==> config.mk <==
export PLATFORM = sky130hd
export DESIGN_NAME = siq_front
export DESIGN_NICKNAME = d
export VERILOG_FILES = /design/src/hw/rtl/sorted_insert_priority_queue_macros.svh /design/src/hw/rtl/siq_pkg.sv /design/src/hw/rtl/siq_front.sv
export SDC_FILE = /design/constraint.sdc
export NUM_CORES = 1
export LEC_CHECK = 0
export ABC_CLOCK_PERIOD_IN_PS = 5300
export BUFFER_PORTS_ARGS = -buffer_cell sky130_fd_sc_hd__buf_4
export CORE_MARGIN = 1
export CORE_UTILIZATION = 50
export DETAILED_ROUTE_END_ITERATION = 8
export PLACE_DENSITY = 0.83
export SLEW_MARGIN = 20
export SYNTH_ARGS = -nofsm -noshare
export SYNTH_HDL_FRONTEND = slang
export SYNTH_SLANG_ARGS = --single-unit
export TNS_END_PERCENT = 10
==> constraint.sdc <==
create_clock -name clk -period 5.3 [get_ports clk]
set_input_delay 0.795 -clock clk [delete_from_list [all_inputs] [get_ports clk]]
set_output_delay 0.795 -clock clk [all_outputs]
set_load 0.02 [all_outputs]
==> src/hw/rtl/sorted_insert_priority_queue_macros.svh <==
// Assertion macros used by the back end of the sorted insert priority queue RTL.
`ifndef SORTED_INSERT_PRIORITY_QUEUE_MACROS_SVH
`define SORTED_INSERT_PRIORITY_QUEUE_MACROS_SVH

// Same-cycle implication, sampled on clk and disabled while arst_n is low.
`define SIQ_ASSERT_IMP(label, ante, cons) \
	label: assert property (@(posedge clk) disable iff (!arst_n) (ante) |-> (cons)) \
		else $error("sorted insert priority queue: same-cycle check failed");

// Next-cycle implication, sampled on clk and disabled while arst_n is low.
`define SIQ_ASSERT_NXT(label, ante, cons) \
	label: assert property (@(posedge clk) disable iff (!arst_n) (ante) |=> (cons)) \
		else $error("sorted insert priority queue: next-cycle check failed");

`endif

==> src/hw/rtl/siq_pkg.sv <==
// Shared types and codes of the sorted insert priority queue.
`default_nettype none

package siq_pkg;

	localparam int FUNC_BITS = 2;
	localparam int POS_BITS  = 4;
	localparam int OCC_BITS  = 5;

	typedef logic [FUNC_BITS-1:0] func_t;
	typedef logic [1:0]           status_t;
	typedef logic [POS_BITS-1:0]  pos_t;
	typedef logic [OCC_BITS-1:0]  occ_t;

	localparam func_t FUNC_INSERT = 2'd0;
	localparam func_t FUNC_REMOVE = 2'd1;
	localparam func_t FUNC_LIST   = 2'd2;
	localparam func_t FUNC_CLEAR  = 2'd3;

	localparam status_t STATUS_OK    = 2'd0;
	localparam status_t STATUS_EMPTY = 2'd1;
	localparam status_t STATUS_FULL  = 2'd2;

	// Decoded command, one bit per operation.
	typedef struct packed {
		logic ins;
		logic rem;
		logic lst;
		logic clr;
	} op_t;

	// Everything in a result besides the entry key and tag.
	typedef struct packed {
		status_t status;
		pos_t    pos;
		occ_t    occ;
		logic    last;
	} res_info_t;

endpackage

`default_nettype wire

==> src/hw/rtl/siq_front.sv <==
// Front end: accepts commands, decodes them and holds them in a two-entry queue.
`default_nettype none

module siq_front #(
	parameter int KEY_BITS = 40,
	parameter int TAG_BITS = 32
) (
	input  wire logic                 clk,
	input  wire logic                 arst_n,
	input  wire logic                 push,
	output logic                      full,
	input  wire siq_pkg::func_t       func,
	input  wire logic [KEY_BITS-1:0]  key,
	input  wire logic [TAG_BITS-1:0]  tag,
	output logic                      cmd_valid,
	input  wire logic                 cmd_ready,
	output siq_pkg::op_t              cmd_op,
	output logic [KEY_BITS-1:0]       cmd_key,
	output logic [TAG_BITS-1:0]       cmd_tag
);

	siq_pkg::op_t        op_mem [2];
	logic [KEY_BITS-1:0] key_mem [2];
	logic [TAG_BITS-1:0] tag_mem [2];

	logic       wr_ptr_q;
	logic       rd_ptr_q;
	logic [1:0] count_q;
	logic       wr_en;
	logic       rd_en;
	siq_pkg::op_t in_op;

	always_comb begin
		in_op = '0;
		case (func)
			siq_pkg::FUNC_INSERT: in_op.ins = 1'b1;
			siq_pkg::FUNC_REMOVE: in_op.rem = 1'b1;
			siq_pkg::FUNC_LIST:   in_op.lst = 1'b1;
			siq_pkg::FUNC_CLEAR:  in_op.clr = 1'b1;
			default:              in_op.clr = 1'b1;
		endcase
	end

	assign full      = (count_q == 2'd2);
	assign cmd_valid = (count_q != 2'd0);
	assign wr_en     = push && !full;
	assign rd_en     = cmd_valid && cmd_ready;

	assign cmd_op  = op_mem[rd_ptr_q];
	assign cmd_key = key_mem[rd_ptr_q];
	assign cmd_tag = tag_mem[rd_ptr_q];

	always_ff @(posedge clk) begin
		if (wr_en) begin
			op_mem[wr_ptr_q]  <= in_op;
			key_mem[wr_ptr_q] <= key;
			tag_mem[wr_ptr_q] <= tag;
		end
	end

	always_ff @(posedge clk or negedge arst_n) begin
		if (!arst_n) begin
			wr_ptr_q <= 1'b0;
			rd_ptr_q <= 1'b0;
			count_q  <= 2'd0;
		end else begin
			if (wr_en) begin
				wr_ptr_q <= !wr_ptr_q;
			end
			if (rd_en) begin
				rd_ptr_q <= !rd_ptr_q;
			end
			if (wr_en && !rd_en) begin
				count_q <= count_q + 2'd1;
			end else if (rd_en && !wr_en) begin
				count_q <= count_q - 2'd1;
			end
		end
	end

endmodule

`default_nettype wire

### Word-level counts from Yosys, hierarchy flattened

Memories as Yosys holds them, arrays and structs flattened.
Index checks and enable logic that the tools add are counted.

* flip-flop bits (word level): 4
* latch bits: 0
* bits in writable memories: 152
* memory bits (read-only): 0
* input bits: 78
* output and inout bits: 78
* word-level logic and storage cells: 32
* memories kept: 3

Memories
* key_mem: depth 2, width 40, rd ports 1, clocked after Yosys merged registers in 0, write ports 1, line siq_front.sv:23 `logic [KEY_BITS-1:0] key_mem [2];`
* tag_mem: depth 2, width 32, rd ports 1, clocked after Yosys merged registers in 0, write ports 1, line siq_front.sv:24 `logic [TAG_BITS-1:0] tag_mem [2];`
* op_mem: depth 2, width 4, rd ports 1, clocked after Yosys merged registers in 0, write ports 1, line siq_front.sv:22 `siq_pkg::op_t op_mem [2];`

* add/subtract/negate cells: 2
* $mul: 0
* divide/modulo/power cells: 0
* $lt $le $gt $ge: 0
* eq/ne operators: 4
* shift operators: 0
* mux-type cells: 8
* bitwise gates (word level): 0
* reduce and logical (&&, ||, !) cells: 12

Operator list (number)
* 2-bit == test (second input constant): 3
* 1-bit two-way mux: 6
* 1-bit zero test: 5
* 1-bit logical AND: 4
* 2-bit two-way mux: 2
* 2-bit nonzero test: 2
* 2-bit by 1-bit adder with 2-bit output (second input constant): 1
* 2-bit by 1-bit == test with 1-bit output (second input constant): 1
* 2-bit zero test: 1
* 2-bit by 1-bit subtractor with 2-bit output (second input constant): 1

### Logic depth before layout (Yosys ltp)

Gate-level depths: netlist (run 1).

* depth in word-level cells: 7
* depth in mapped cells: 7
* gate-level depth less buffers: 7

### Least setup slack after synthesis (run 1)

OpenSTA, ideal clock, no wires.

* kind: input to register
* start point: in push
* end point: mem key_mem[0][0], enable pin
* setup time: 0.511 ns
* arrival: 4.055 ns
* required time: 4.789 ns
* setup slack: 0.734 ns
* cell stages on the path: 2
* buffers on the path: 0
* cells stage by stage: nand2_1 > nor2_1

* cells in the longest elaborated chain, start to end: 3

RTL lines
* start: declaration: line siq_front.sv:10 `input wire logic push,`
* 1-bit logical AND: line siq_front.sv:46 `assign wr_en = push && !full;`
* 1-bit two-way mux: line siq_front.sv:54 `if (wr_en) begin`
* 1-bit two-way mux (implied by the code): line siq_front.sv:56 `key_mem[wr_ptr_q] <= key;`
* end: declaration: line siq_front.sv:23

No other way between the ends.

### Worst setup path after layout (run 1)

* start point: reg rd_ptr_q
* end point: out cmd_tag[18]

* cells in the longest elaborated chain, start to end: 1

RTL lines
* start: declaration: line siq_front.sv:27 `logic rd_ptr_q;`
* start signal: assignment: line siq_front.sv:71 `rd_ptr_q <= !rd_ptr_q;`
* memory read 2 x 32 bit
* end: declaration: line siq_front.sv:19 `output logic [TAG_BITS-1:0] cmd_tag`

No other way between the ends.

==> results of run 1 <==
[synthesized netlist by cell type, drive strengths merged]
library cell  number
nor2               3
xnor2              3
or2                1
nand2              2
and3               1
mux2              76
nor2b              2
and2               1
dfrtp              4
buf                9
nand2b             1
xor2               2
edfxtp           152
ha                 1
inv                2
[metrics by stage]
step / area [µm²] / setup slack [ps] / hold slack, ps
2_1_floorplan: 5840 / 734 / 456
3_3_place_gp: 7130 / 2470 / 473
3_5_place_dp: 7130 / 2430 / 497
4_1_cts: 7680 / 2030 / 156
5_1_grt: 7680 / 1950 / 151
6_report: 7680 / 2070 / 172
[power by group through the flow]
stage	clock network, mW	logic, mW	registers, mW
after floorplan	0	1.08	1.79
after global placement	0	1.50	1.86
after detailed placement	0	1.51	1.88
after CTS	1.16	1.52	1.85
after global routing	1.21	1.59	1.88
final	1.14	1.49	1.85
[placed cells by master, fill, tap and decap left out, drive strengths merged]
master / instances
clkinvlp: 4
clkbuf: 20
dfrtp: 4
nand2b: 1
xnor2: 3
nor2: 3
nor2b: 2
bufinv: 2
edfxtp: 152
nand2: 2
buf: 157
inv: 4
and2: 1
ha: 1
or2: 1
clkinv: 3
mux2: 76
and3: 1
xor2: 2
[final timing paths]
kind                            cells after the start       endpoint  startpoint
worst min-delay path                                1     count_q[1]      arst_n
worst max-delay path                                3    cmd_tag[18]    rd_ptr_q
worst min register to register                      1     count_q[1]  count_q[1]
min in group clk                                    1     count_q[1]  count_q[1]
worst max register to register                      4  key_mem[0][9]  count_q[0]
max in group asynchronous                           1       rd_ptr_q      arst_n
[area by class of cell]
| class | count | area, µm² | area share |
|---|---|---|---|
| flip-flops and latches | 156 | 4670 | 0.608 |
| repair buffers | 157 | 1180 | 0.153 |
| multi-input cells | 93 | 1090 | 0.142 |
| clock buffers | 20 | 437 | 0.0568 |
| well taps | 143 | 179 | 0.0233 |
| clock inverters | 11 | 120 | 0.0156 |
| inverters | 2 | 7.51 | 0.000977 |
[per-layer routing]
| metal | wire (µm) | part of all wire | GRT usage |
|---|---|---|---|
| met1 | 3710 | 0.39 | 0.180 |
| met2 | 4980 | 0.53 | 0.268 |
| met3 | 726 | 0.077 | 0.0741 |
| met4 | 61 | 0.0064 | 0.0486 |
| met5 | 0 | 0 | 0 |
[sequential cells by signal, indices dropped and copies added, names as in the netlist]
name	cells
op_mem	8
tag_mem	64
rd_ptr_q	1
key_mem	80
wr_ptr_q	1
count_q	2
[cell families after synthesis]
family / share of synthesized area
DFF: 0.799
xor gates and xnor gates: 0.00750
muxes: 0.166
and+or+nand+nor: 0.00964
adders and majority gates: 0.00214
buffers and inverters: 0.0163
==> load_flow_metrics.sql, run 1 <==
INSERT INTO impl_metrics (metric_group, metric, value, unit) VALUES
('outcome', 'outcome', 'completed', ''),
('drt', 'post_drt_wl_per_cell', '16.3', 'µm'),
('sta', 'finalMaxSlewViolations', '0', ''),
('grt', 'grt_overflow', '0', ''),
('sta', 'final.period_utilization', '0.609', ''),
('sta', 'max_freq', '310', 'MHz'),
('critical_path', 'worst-endpoint-required', '4510', 'ps'),
('critical_path', 'timing.critical_path.fanout_max', '52', ''),
('yosys', 'synth-seq-cells', '156', ''),
('grt', 'grt_first_pass_wirelength', '13900', 'µm'),
('grt', 'grt_start_max_net_pins', '77', ''),
('drt', 'postRouteWirelength', '9480', 'µm'),
('power', 'pwr-share-seq', '0.412', ''),
('critical_path', 'critical_path.n_buffers_inverters', '2', ''),
('sta', 'report.final.hold_viol_count', '0', ''),
('sta', 'fin_skew', '10.3', 'ps'),
('clock_tree', 'cts_hold_repair.buffers', '0', ''),
('critical_path', 'worst_path_max_delay_cell', 'sky130_fd_sc_hd__dfrtp_4', ''),
('placed_design', 'port_buffers', '155', ''),
('yosys', 'mean_syn_cell_area', '22.5', 'µm²'),
('critical_path', 'arrival', '2430', 'ps'),
('critical_path', 'worst_path_largest_cell_delay', '930', 'ps'),
('drt', 'firstDrtPassIters', '4', ''),
('layout', 'number_of_inserted_filler_cells_in_the_final_layout', '789', ''),
('power', 'post-layout-total-power', '4.48', 'mW'),
('grt', 'antenna_violations_before_repair', '0', ''),
('grt', 'grt_pass1_vias', '2896', ''),
('floorplan', 'core-area', '11400', 'µm²'),
('yosys', 'synth_largest_type_area_fraction', '0.781', ''),
('floorplan', 'die_x', '110', 'µm'),
('clock_tree', 'clock_insertion_delay_worst_skew', '400', 'ps'),
('yosys', 'post_synthesis_instance_total', '260', ''),
('yosys', 'synth.largest_area_cell', 'sky130_fd_sc_hd__edfxtp_1', ''),
('sta', 'worstMarginPinSlew', '1040', 'ps'),
('drt', 'drcViolationCount', '0', ''),
('clock_tree', 'cts_buffer_depth', '2', ''),
('critical_path', 'cells_traversed_along_the_worst_timing_path', 'buf_4, mux2_2, buf_4', ''),
('yosys', 'syn-cell-area', '5840', 'µm²'),
('yosys', 'synth.net_count', '339', ''),
('clock_tree', 'cts_resized', '0', ''),
('layout', 'finalCoreUtilization', '0.673', ''),
('power', 'power.net_switching', '1.36', 'mW'),
('critical_path', 'path_class', 'register to output pin', ''),
('layout', 'diodes', '0', ''),
('sta', 'post-route-min-period', '3230', 'ps'),
('clock_tree', 'cts.reportedPaths.clkPinSlew', '60', 'ps'),
('sta', 'grt_setup_unrepaired', 'false', ''),
('clock_tree', 'tritoncts', 'built', ''),
('power', 'cellInternalPower', '3.12', 'mW'),
('drt', 'via_count', '2851', ''),
('clock_tree', 'clk_root_buffer_cell', 'sky130_fd_sc_hd__clkbuf_16', ''),
('sta', 'finalSetupViolCount', '0', ''),
('floorplan', 'die-area', '12100', 'µm²'),
('job', 'timing.max_cap.violations', '0', ''),
('critical_path', 'regToRegSetupSlack', '2780', 'ps'),
('sta', 'max_slew_margin', '0.307', ''),
('sta', 'setup_total_negative_slack', '0', 'ps'),
('placed_design', 'place.gp.congestion', '0.685', ''),
('power', 'highest_ir_drop_seen_on_vdd', '575', 'µV'),
('critical_path', 'critical_path.endpoint_type', 'output pin', ''),
('power', 'cellLeakagePower', '2.97', 'nW'),
('power', 'power.density', '583', 'nW/µm²'),
('floorplan', 'die-height', '110', 'µm'),
('drt', 'dr.first_iter.drc_count', '108', ''),
('critical_path', 'path_delay_family', 'flip-flops', ''),
('yosys', 'synth_warnings', '0', ''),
('yosys', 'synthDistinctLibCells', '18', ''),
('clock_tree', 'cts_buffers', '17', ''),
('critical_path', 'category_of_the_worst_setup_path_launch_point', 'register', ''),
('hold_path', 'min_path_type', 'input pin to asynchronous set/reset pin', ''),
('grt', 'gr-usage-all-layers', '0.159', '');
Power figures use the tool's default switching activity.
==> run 2: changes to the inputs <==
--- a/config.mk
+++ b/config.mk
@@ -5,12 +5,12 @@
 export SDC_FILE = /design/constraint.sdc
 export NUM_CORES = 1
 export LEC_CHECK = 0
-export ABC_CLOCK_PERIOD_IN_PS = 5300
+export ABC_CLOCK_PERIOD_IN_PS = 2850
 export BUFFER_PORTS_ARGS = -buffer_cell sky130_fd_sc_hd__buf_4
 export CORE_MARGIN = 1
-export CORE_UTILIZATION = 50
+export CORE_UTILIZATION = 47
 export DETAILED_ROUTE_END_ITERATION = 8
-export PLACE_DENSITY = 0.83
+export PLACE_DENSITY = 0.82
 export SLEW_MARGIN = 20
 export SYNTH_ARGS = -nofsm -noshare
 export SYNTH_HDL_FRONTEND = slang
==> constraint.sdc (replaced) <==
create_clock -name clk -period 2.85 [get_ports clk]
set_input_delay 0.4275 -clock clk [delete_from_list [all_inputs] [get_ports clk]]
set_output_delay 0.4275 -clock clk [all_outputs]
set_load 0.02 [all_outputs]
==> load_flow_metrics.sql, run 2 (same netlist as run 1, synthesis figures left out) <==
INSERT INTO impl_metrics (metric_group, metric, value, unit) VALUES
('outcome', 'outcome', 'completed', ''),
('placed_design', 'post_dp_cell_area', '7210', 'µm²'),
('hold_path', 'min_path_type', 'input pin to register', ''),
('clock_tree', 'cts_hold_repair.buffers', '1', ''),
('critical_path', 'cells_traversed_along_the_worst_timing_path', 'buf_4, mux2_2, buf_4', ''),
('floorplan', 'core-area', '12100', 'µm²'),
('layout', 'largest_reg_flops', '80', ''),
('clock_tree', 'cts_buffers', '17', ''),
('grt', 'grt_use_met1', '0.169', ''),
('grt', 'gr-usage-all-layers', '0.163', ''),
('sta', 'fin_skew', '4.75', 'ps'),
('clock_tree', 'cts.reportedPaths.clkPinSlew', '60', 'ps'),
('hold_path', 'min_from', 'key[7]', ''),
('drt', 'dr.first_iter.drc_count', '193', ''),
('critical_path', 'critical_path.n_buffers_inverters', '2', ''),
('sta', 'worstMarginPinSlew', '564', 'ps'),
('clock_tree', 'cts-htree-levels', '4', ''),
('clock_tree', 'cts_setup_buffers', '0', ''),
('floorplan', 'initial_core_util', '0.484', ''),
('critical_path', 'timing.rr.start', 'count_q[0]', ''),
('drt', 'drcViolationCount', '0', ''),
('grt', 'grt_pass1_vias', '3206', ''),
('critical_path', 'worst-endpoint-required', '2420', 'ps'),
('grt', 'grt_first_pass_wirelength', '15300', 'µm'),
('placed_design', 'port_buffers', '155', ''),
('sta', 'post-route-min-period', '2240', 'ps'),
('sta', 'grt_setup_unrepaired', 'false', ''),
('clock_tree', 'tritoncts', 'built', ''),
('sta', 'finalMaxSlewViolations', '0', ''),
('grt', 'grt_use_met3', '0.0569', ''),
('layout', 'final_net_count', '510', ''),
('power', 'power.density', '1090', 'nW/µm²'),
('layout', 'max_flop_register', 'key_mem', ''),
('job', 'timing.max_cap.violations', '0', ''),
('placed_design', 'place_hpwl', '6660', 'µm'),
('clock_tree', 'cts_resized', '0', ''),
('clock_tree', 'clock_insertion_delay_worst_skew', '410', 'ps'),
('power', 'highest_ir_drop_seen_on_vdd', '806', 'µV'),
('clock_tree', 'clk_root_buffer_cell', 'sky130_fd_sc_hd__clkbuf_16', ''),
('clock_tree', 'clock_sinks', '156', ''),
('grt', 'groute.layer.met2.usage', '0.289', ''),
('sta', 'setup_total_negative_slack', '0', 'ps'),
('grt', 'grt_overflow', '0', ''),
('critical_path', 'arrival', '1810', 'ps'),
('floorplan', 'die_x', '113', 'µm'),
('critical_path', 'path_class', 'register to output pin', ''),
('power', 'post-layout-total-power', '8.47', 'mW'),
('critical_path', 'timing.critical_path.fanout_max', '34', ''),
('layout', 'finish.instance_area', '7800', 'µm²'),
('layout', 'diodes', '0', ''),
('layout', 'layout_top_registers', 'key_mem x80, tag_mem x64, op_mem x8', ''),
('critical_path', 'path_delay_family', 'buffers and inverters', ''),
('critical_path', 'critical_path.endpoint_type', 'output pin', ''),
('drt', 'antenna_left', '0', ''),
('sta', 'final.period_utilization', '0.785', ''),
('floorplan', 'core.rowCount', '40', ''),
('drt', 'postRouteWirelength', '9970', 'µm'),
('drt', 'post_drt_wl_per_cell', '16.3', 'µm'),
('sta', 'max_freq', '447', 'MHz'),
('critical_path', 'regToRegSetupSlack', '1060', 'ps'),
('layout', 'highest_count_cells_in_the_layout_ignoring_fill_and_taps', '158 x sky130_fd_sc_hd__buf_4, 152 x sky130_fd_sc_hd__edfxtp_1, 46 x sky130_fd_sc_hd__mux2_2', ''),
('critical_path', 'worst_path_max_delay_cell', 'sky130_fd_sc_hd__dfrtp_4', ''),
('power', 'cellLeakagePower', '3.01', 'nW'),
('grt', 'antenna_violations_before_repair', '0', ''),
('floorplan', 'die-height', '113', 'µm'),
('critical_path', 'critPathLaunch', 'rd_ptr_q', ''),
('sta', 'max_slew_margin', '0.624', ''),
('grt', 'grt_start_max_net_pins', '44', ''),
('layout', 'final_common_cell', 'sky130_fd_sc_hd__buf_4', ''),
('grt', 'gr-max-usage-layer', 'met2', ''),
('sta', 'finalSetupViolCount', '0', ''),
('layout', 'layout-drive-gt1-share', '0.605', ''),
('floorplan', 'io_pins', '156', ''),
('floorplan', 'die-area', '12900', 'µm²'),
('critical_path', 'worst_path_most_repeated_cell', 'sky130_fd_sc_hd__buf_4', ''),
('drt', 'via_count', '2903', ''),
('critical_path', 'category_of_the_worst_setup_path_launch_point', 'register', ''),
('placed_design', 'place.gp.congestion', '0.708', ''),
('drt', 'firstDrtPassIters', '4', ''),
('drt', 'viasPerCell', '4.75', ''),
('clock_tree', 'cts_buffer_depth', '2', ''),
('layout', 'layout-area-overhead-vs-synth', '33.5', '%'),
('sta', 'report.final.hold_viol_count', '0', ''),
('critical_path', 'worst_path_largest_cell_delay', '420', 'ps');
[run 2: final cells by class]
class                   instances  area, µm²
fillers                       831       4270
well taps                     168        210
clock buffers                  18        429
inverters                       2       7.51
clock inverters                13        151
flip-flops and latches        156       4670
repair buffers                161       1240
multi-input cells              93       1090
[run 2: metal layers]
layer	wire [µm]	share of wire
met5	0	0
met4	239	0.024
met3	701	0.070
met2	5300	0.53
met1	3720	0.37
[run 2: report_power, final]
| part | switching [mW] | total (mW) | internal (mW) |
|---|---|---|---|
| Combinational | 1.60 | 3.01 | 1.42 |
| Sequential | 0.135 | 3.28 | 3.15 |
| Clock | 0.821 | 2.18 | 1.36 |
[run 2: final timing paths]
check	depth (start not counted)	endpoint
min in group asynchronous	2	rd_ptr_q
worst max register to register	3	tag_mem[1][13]
worst max-delay path	3	cmd_key[9]
worst min register to register	1	count_q[1]
worst min-delay path	1	key_mem[1][7]
max in group asynchronous	2	rd_ptr_q
[run 2: per-stage QoR]
| stage | instances | hold slack (ps) | utilization | worst slack (ps) |
|---|---|---|---|---|
| floorplan | 260 | 132 | - | 51.7 |
| global placement | 579 | 230 | 0.597 | 1050 |
| detailed placement | 579 | 232 | 0.597 | 1040 |
| CTS | 611 | 170 | 0.646 | 577 |
| global route | 611 | 180 | 0.646 | 541 |
| finish | 611 | 194 | 0.646 | 614 |
==> run 3: changes to the inputs <==
--- a/config.mk
+++ b/config.mk
@@ -5,12 +5,12 @@
 export SDC_FILE = /design/constraint.sdc
 export NUM_CORES = 1
 export LEC_CHECK = 0
-export ABC_CLOCK_PERIOD_IN_PS = 2850
+export ABC_CLOCK_PERIOD_IN_PS = 2100
 export BUFFER_PORTS_ARGS = -buffer_cell sky130_fd_sc_hd__buf_4
 export CORE_MARGIN = 1
-export CORE_UTILIZATION = 47
+export CORE_UTILIZATION = 50
 export DETAILED_ROUTE_END_ITERATION = 8
-export PLACE_DENSITY = 0.82
+export PLACE_DENSITY = 0.83
 export SLEW_MARGIN = 20
 export SYNTH_ARGS = -nofsm -noshare
 export SYNTH_HDL_FRONTEND = slang
==> constraint.sdc (replaced) <==
create_clock -name clk -period 2.1 [get_ports clk]
set_input_delay 0.315 -clock clk [delete_from_list [all_inputs] [get_ports clk]]
set_output_delay 0.315 -clock clk [all_outputs]
set_load 0.02 [all_outputs]
==> load_flow_metrics.sql, run 3 (same netlist as run 1, synthesis figures left out) <==
INSERT INTO impl_metrics (metric_group, metric, value, unit) VALUES
('critical_path', 'critical_path.endpoint_type', 'output pin', ''),
('layout', 'finalCoreUtilization', '0.685', ''),
('drt', 'via_count', '2926', ''),
('clock_tree', 'cts_resized', '0', ''),
('critical_path', 'regToRegSetupSlack', '550', 'ps'),
('clock_tree', 'clk_root_buffer_cell', 'sky130_fd_sc_hd__clkbuf_16', ''),
('sta', 'finalSetupViolCount', '0', ''),
('layout', 'final_net_count', '511', ''),
('sta', 'max_freq', '506', 'MHz'),
('floorplan', 'initial_core_util', '0.512', ''),
('sta', 'final.period_utilization', '0.942', ''),
('critical_path', 'path_class', 'register to output pin', ''),
('floorplan', 'io_pins', '156', ''),
('sta', 'finalMaxSlewViolations', '0', ''),
('drt', 'drcViolationCount', '0', ''),
('sta', 'worstMarginPinSlew', '441', 'ps'),
('drt', 'viasPerCell', '4.98', ''),
('clock_tree', 'cts_setup_buffers', '0', ''),
('critical_path', 'worst-endpoint-required', '1780', 'ps'),
('sta', 'fin_worst_hold_slack', '85.6', 'ps'),
('grt', 'grt_first_pass_wirelength', '14400', 'µm'),
('grt', 'antenna_violations_before_repair', '0', ''),
('critical_path', 'category_of_the_worst_setup_path_launch_point', 'register', ''),
('clock_tree', 'cts.reportedPaths.clkPinSlew', '60', 'ps'),
('power', 'power.clock.fraction', '0.252', ''),
('drt', 'post_drt_wl_per_cell', '16.7', 'µm'),
('power', 'comb_power_share', '0.361', ''),
('power', 'cellLeakagePower', '3.03', 'nW'),
('layout', 'diodes', '0', ''),
('layout', 'final_common_cell', 'sky130_fd_sc_hd__buf_4', ''),
('floorplan', 'core.rowCount', '39', ''),
('sta', 'post-route-min-period', '1980', 'ps'),
('job', 'timing.max_cap.violations', '0', ''),
('power', 'power.density', '1480', 'nW/µm²'),
('clock_tree', 'cts-htree-levels', '4', ''),
('grt', 'gr-usage-all-layers', '0.168', ''),
('layout', 'layout_top_registers', 'key_mem x80, tag_mem x64, op_mem x8', ''),
('grt', 'grt_start_max_net_pins', '77', ''),
('grt', 'grt_pass1_vias', '2915', ''),
('power', 'pwr-share-seq', '0.387', ''),
('drt', 'dr.first_iter.drc_count', '139', ''),
('clock_tree', 'cts_buffers', '17', ''),
('clock_tree', 'clock_sinks', '156', ''),
('critical_path', 'crit-reg2reg-capture', 'tag_mem[1][21]', ''),
('placed_design', 'place_hpwl', '6220', 'µm'),
('hold_path', 'worst_hold_path.endpoint', 'tag_mem[1][14]', ''),
('layout', 'highest_count_cells_in_the_layout_ignoring_fill_and_taps', '156 x sky130_fd_sc_hd__buf_4, 152 x sky130_fd_sc_hd__edfxtp_1, 46 x sky130_fd_sc_hd__mux2_2', ''),
('hold_path', 'hold-path-cell-count', '1', ''),
('grt', 'grt_overflow', '0', ''),
('critical_path', 'critPathLaunch', 'rd_ptr_q', ''),
('critical_path', 'worstRegToRegCells', '3', ''),
('sta', 'setup_total_negative_slack', '0', 'ps'),
('floorplan', 'die_x', '110', 'µm'),
('power', 'highest_ir_drop_seen_on_vdd', '1190', 'µV'),
('critical_path', 'timing.rr.start', 'count_q[0]', ''),
('floorplan', 'die-height', '110', 'µm'),
('clock_tree', 'cts_buffer_depth', '2', ''),
('hold_path', 'min_from', 'tag[14]', ''),
('hold_path', 'min_path_type', 'input pin to register', ''),
('outcome', 'outcome', 'completed', ''),
('drt', 'postRouteWirelength', '9850', 'µm'),
('sta', 'grt_setup_unrepaired', 'false', ''),
('sta', 'max_slew_margin', '0.706', ''),
('power', 'power.net_switching', '3.54', 'mW'),
('sta', 'fin_skew', '7.44', 'ps'),
('layout', 'max_flop_register', 'key_mem', ''),
('clock_tree', 'tritoncts', 'built', ''),
('placed_design', 'place.gp.congestion', '0.649', ''),
('floorplan', 'die-area', '12100', 'µm²'),
('layout', 'layout-drive-gt1-share', '0.613', ''),
('power', 'cellInternalPower', '8.02', 'mW'),
('clock_tree', 'cts_hold_repair.buffers', '1', ''),
('layout', 'largest_reg_flops', '80', ''),
('clock_tree', 'clock_insertion_delay_worst_skew', '410', 'ps'),
('floorplan', 'core-area', '11400', 'µm²'),
('power', 'swShare', '0.306', ''),
('drt', 'antenna_left', '0', ''),
('layout', 'layout-area-overhead-vs-synth', '33.9', '%'),
('placed_design', 'port_buffers', '155', ''),
('drt', 'firstDrtPassIters', '4', ''),
('critical_path', 'timing.critical_path.fanout_max', '32', ''),
('critical_path', 'arrival', '1660', 'ps'),
('sta', 'report.final.hold_viol_count', '0', '');
[run 3: through the flow]
stage,area [µm²],cells,total power [mW],setup slack (ps)
final,7820,588,11.6,122
after global routing,7820,588,12.1,54.2
after CTS,7820,588,11.7,98.9
after detailed placement,7230,555,8.75,553
after global placement,7230,555,8.65,569
after floorplan,5860,260,7.21,-45.3
[run 3: power by group through the flow]
| stage | clock [mW] | sequential [mW] | combinational, mW |
|---|---|---|---|
| 3_3_place_gp | 0 | 4.49 | 4.15 |
| 4_1_cts | 2.98 | 4.48 | 4.24 |
| 2_1_floorplan | 0 | 4.47 | 2.74 |
| 5_1_grt | 3.09 | 4.54 | 4.45 |
| 3_5_place_dp | 0 | 4.53 | 4.21 |
| 6_report | 2.92 | 4.47 | 4.17 |
[run 3: worst max path at each step]
| stage | to | slack, ps | cells after the start |
|---|---|---|---|
| finish | cmd_tag[31] | 120 | 3 |
| global route | cmd_tag[31] | 50 | 3 |
| CTS | cmd_key[8] | 100 | 3 |
| detailed placement | cmd_tag[31] | 550 | 3 |
| global placement | cmd_tag[14] | 570 | 3 |
| floorplan | key_mem[0][0] | -50 | 3 |
[run 3: worst max-delay path, stage by stage, from the launching register on]
cell and delay (ps):
sky130_fd_sc_hd__dfrtp_4 450, sky130_fd_sc_hd__buf_12 240, sky130_fd_sc_hd__mux2_2 370, sky130_fd_sc_hd__buf_4 160
[run 3: layout make-up]
class	instances	area, µm²
well taps	143	179
flip-flops and latches	156	4670
clock inverters	15	149
multi-input cells	93	1110
fillers	766	3600
repair buffers	162	1280
clock buffers	17	425
inverters	2	7.51
[run 3: layer usage]
metal | GRT usage | up-vias | wire length, µm
li1 | - | 1373 | -
met1 | 0.188 | 1429 | 3770
met2 | 0.286 | 107 | 5190
met3 | 0.0647 | 17 | 740
met4 | 0.0733 | 0 | 147
met5 | 0 | - | 0
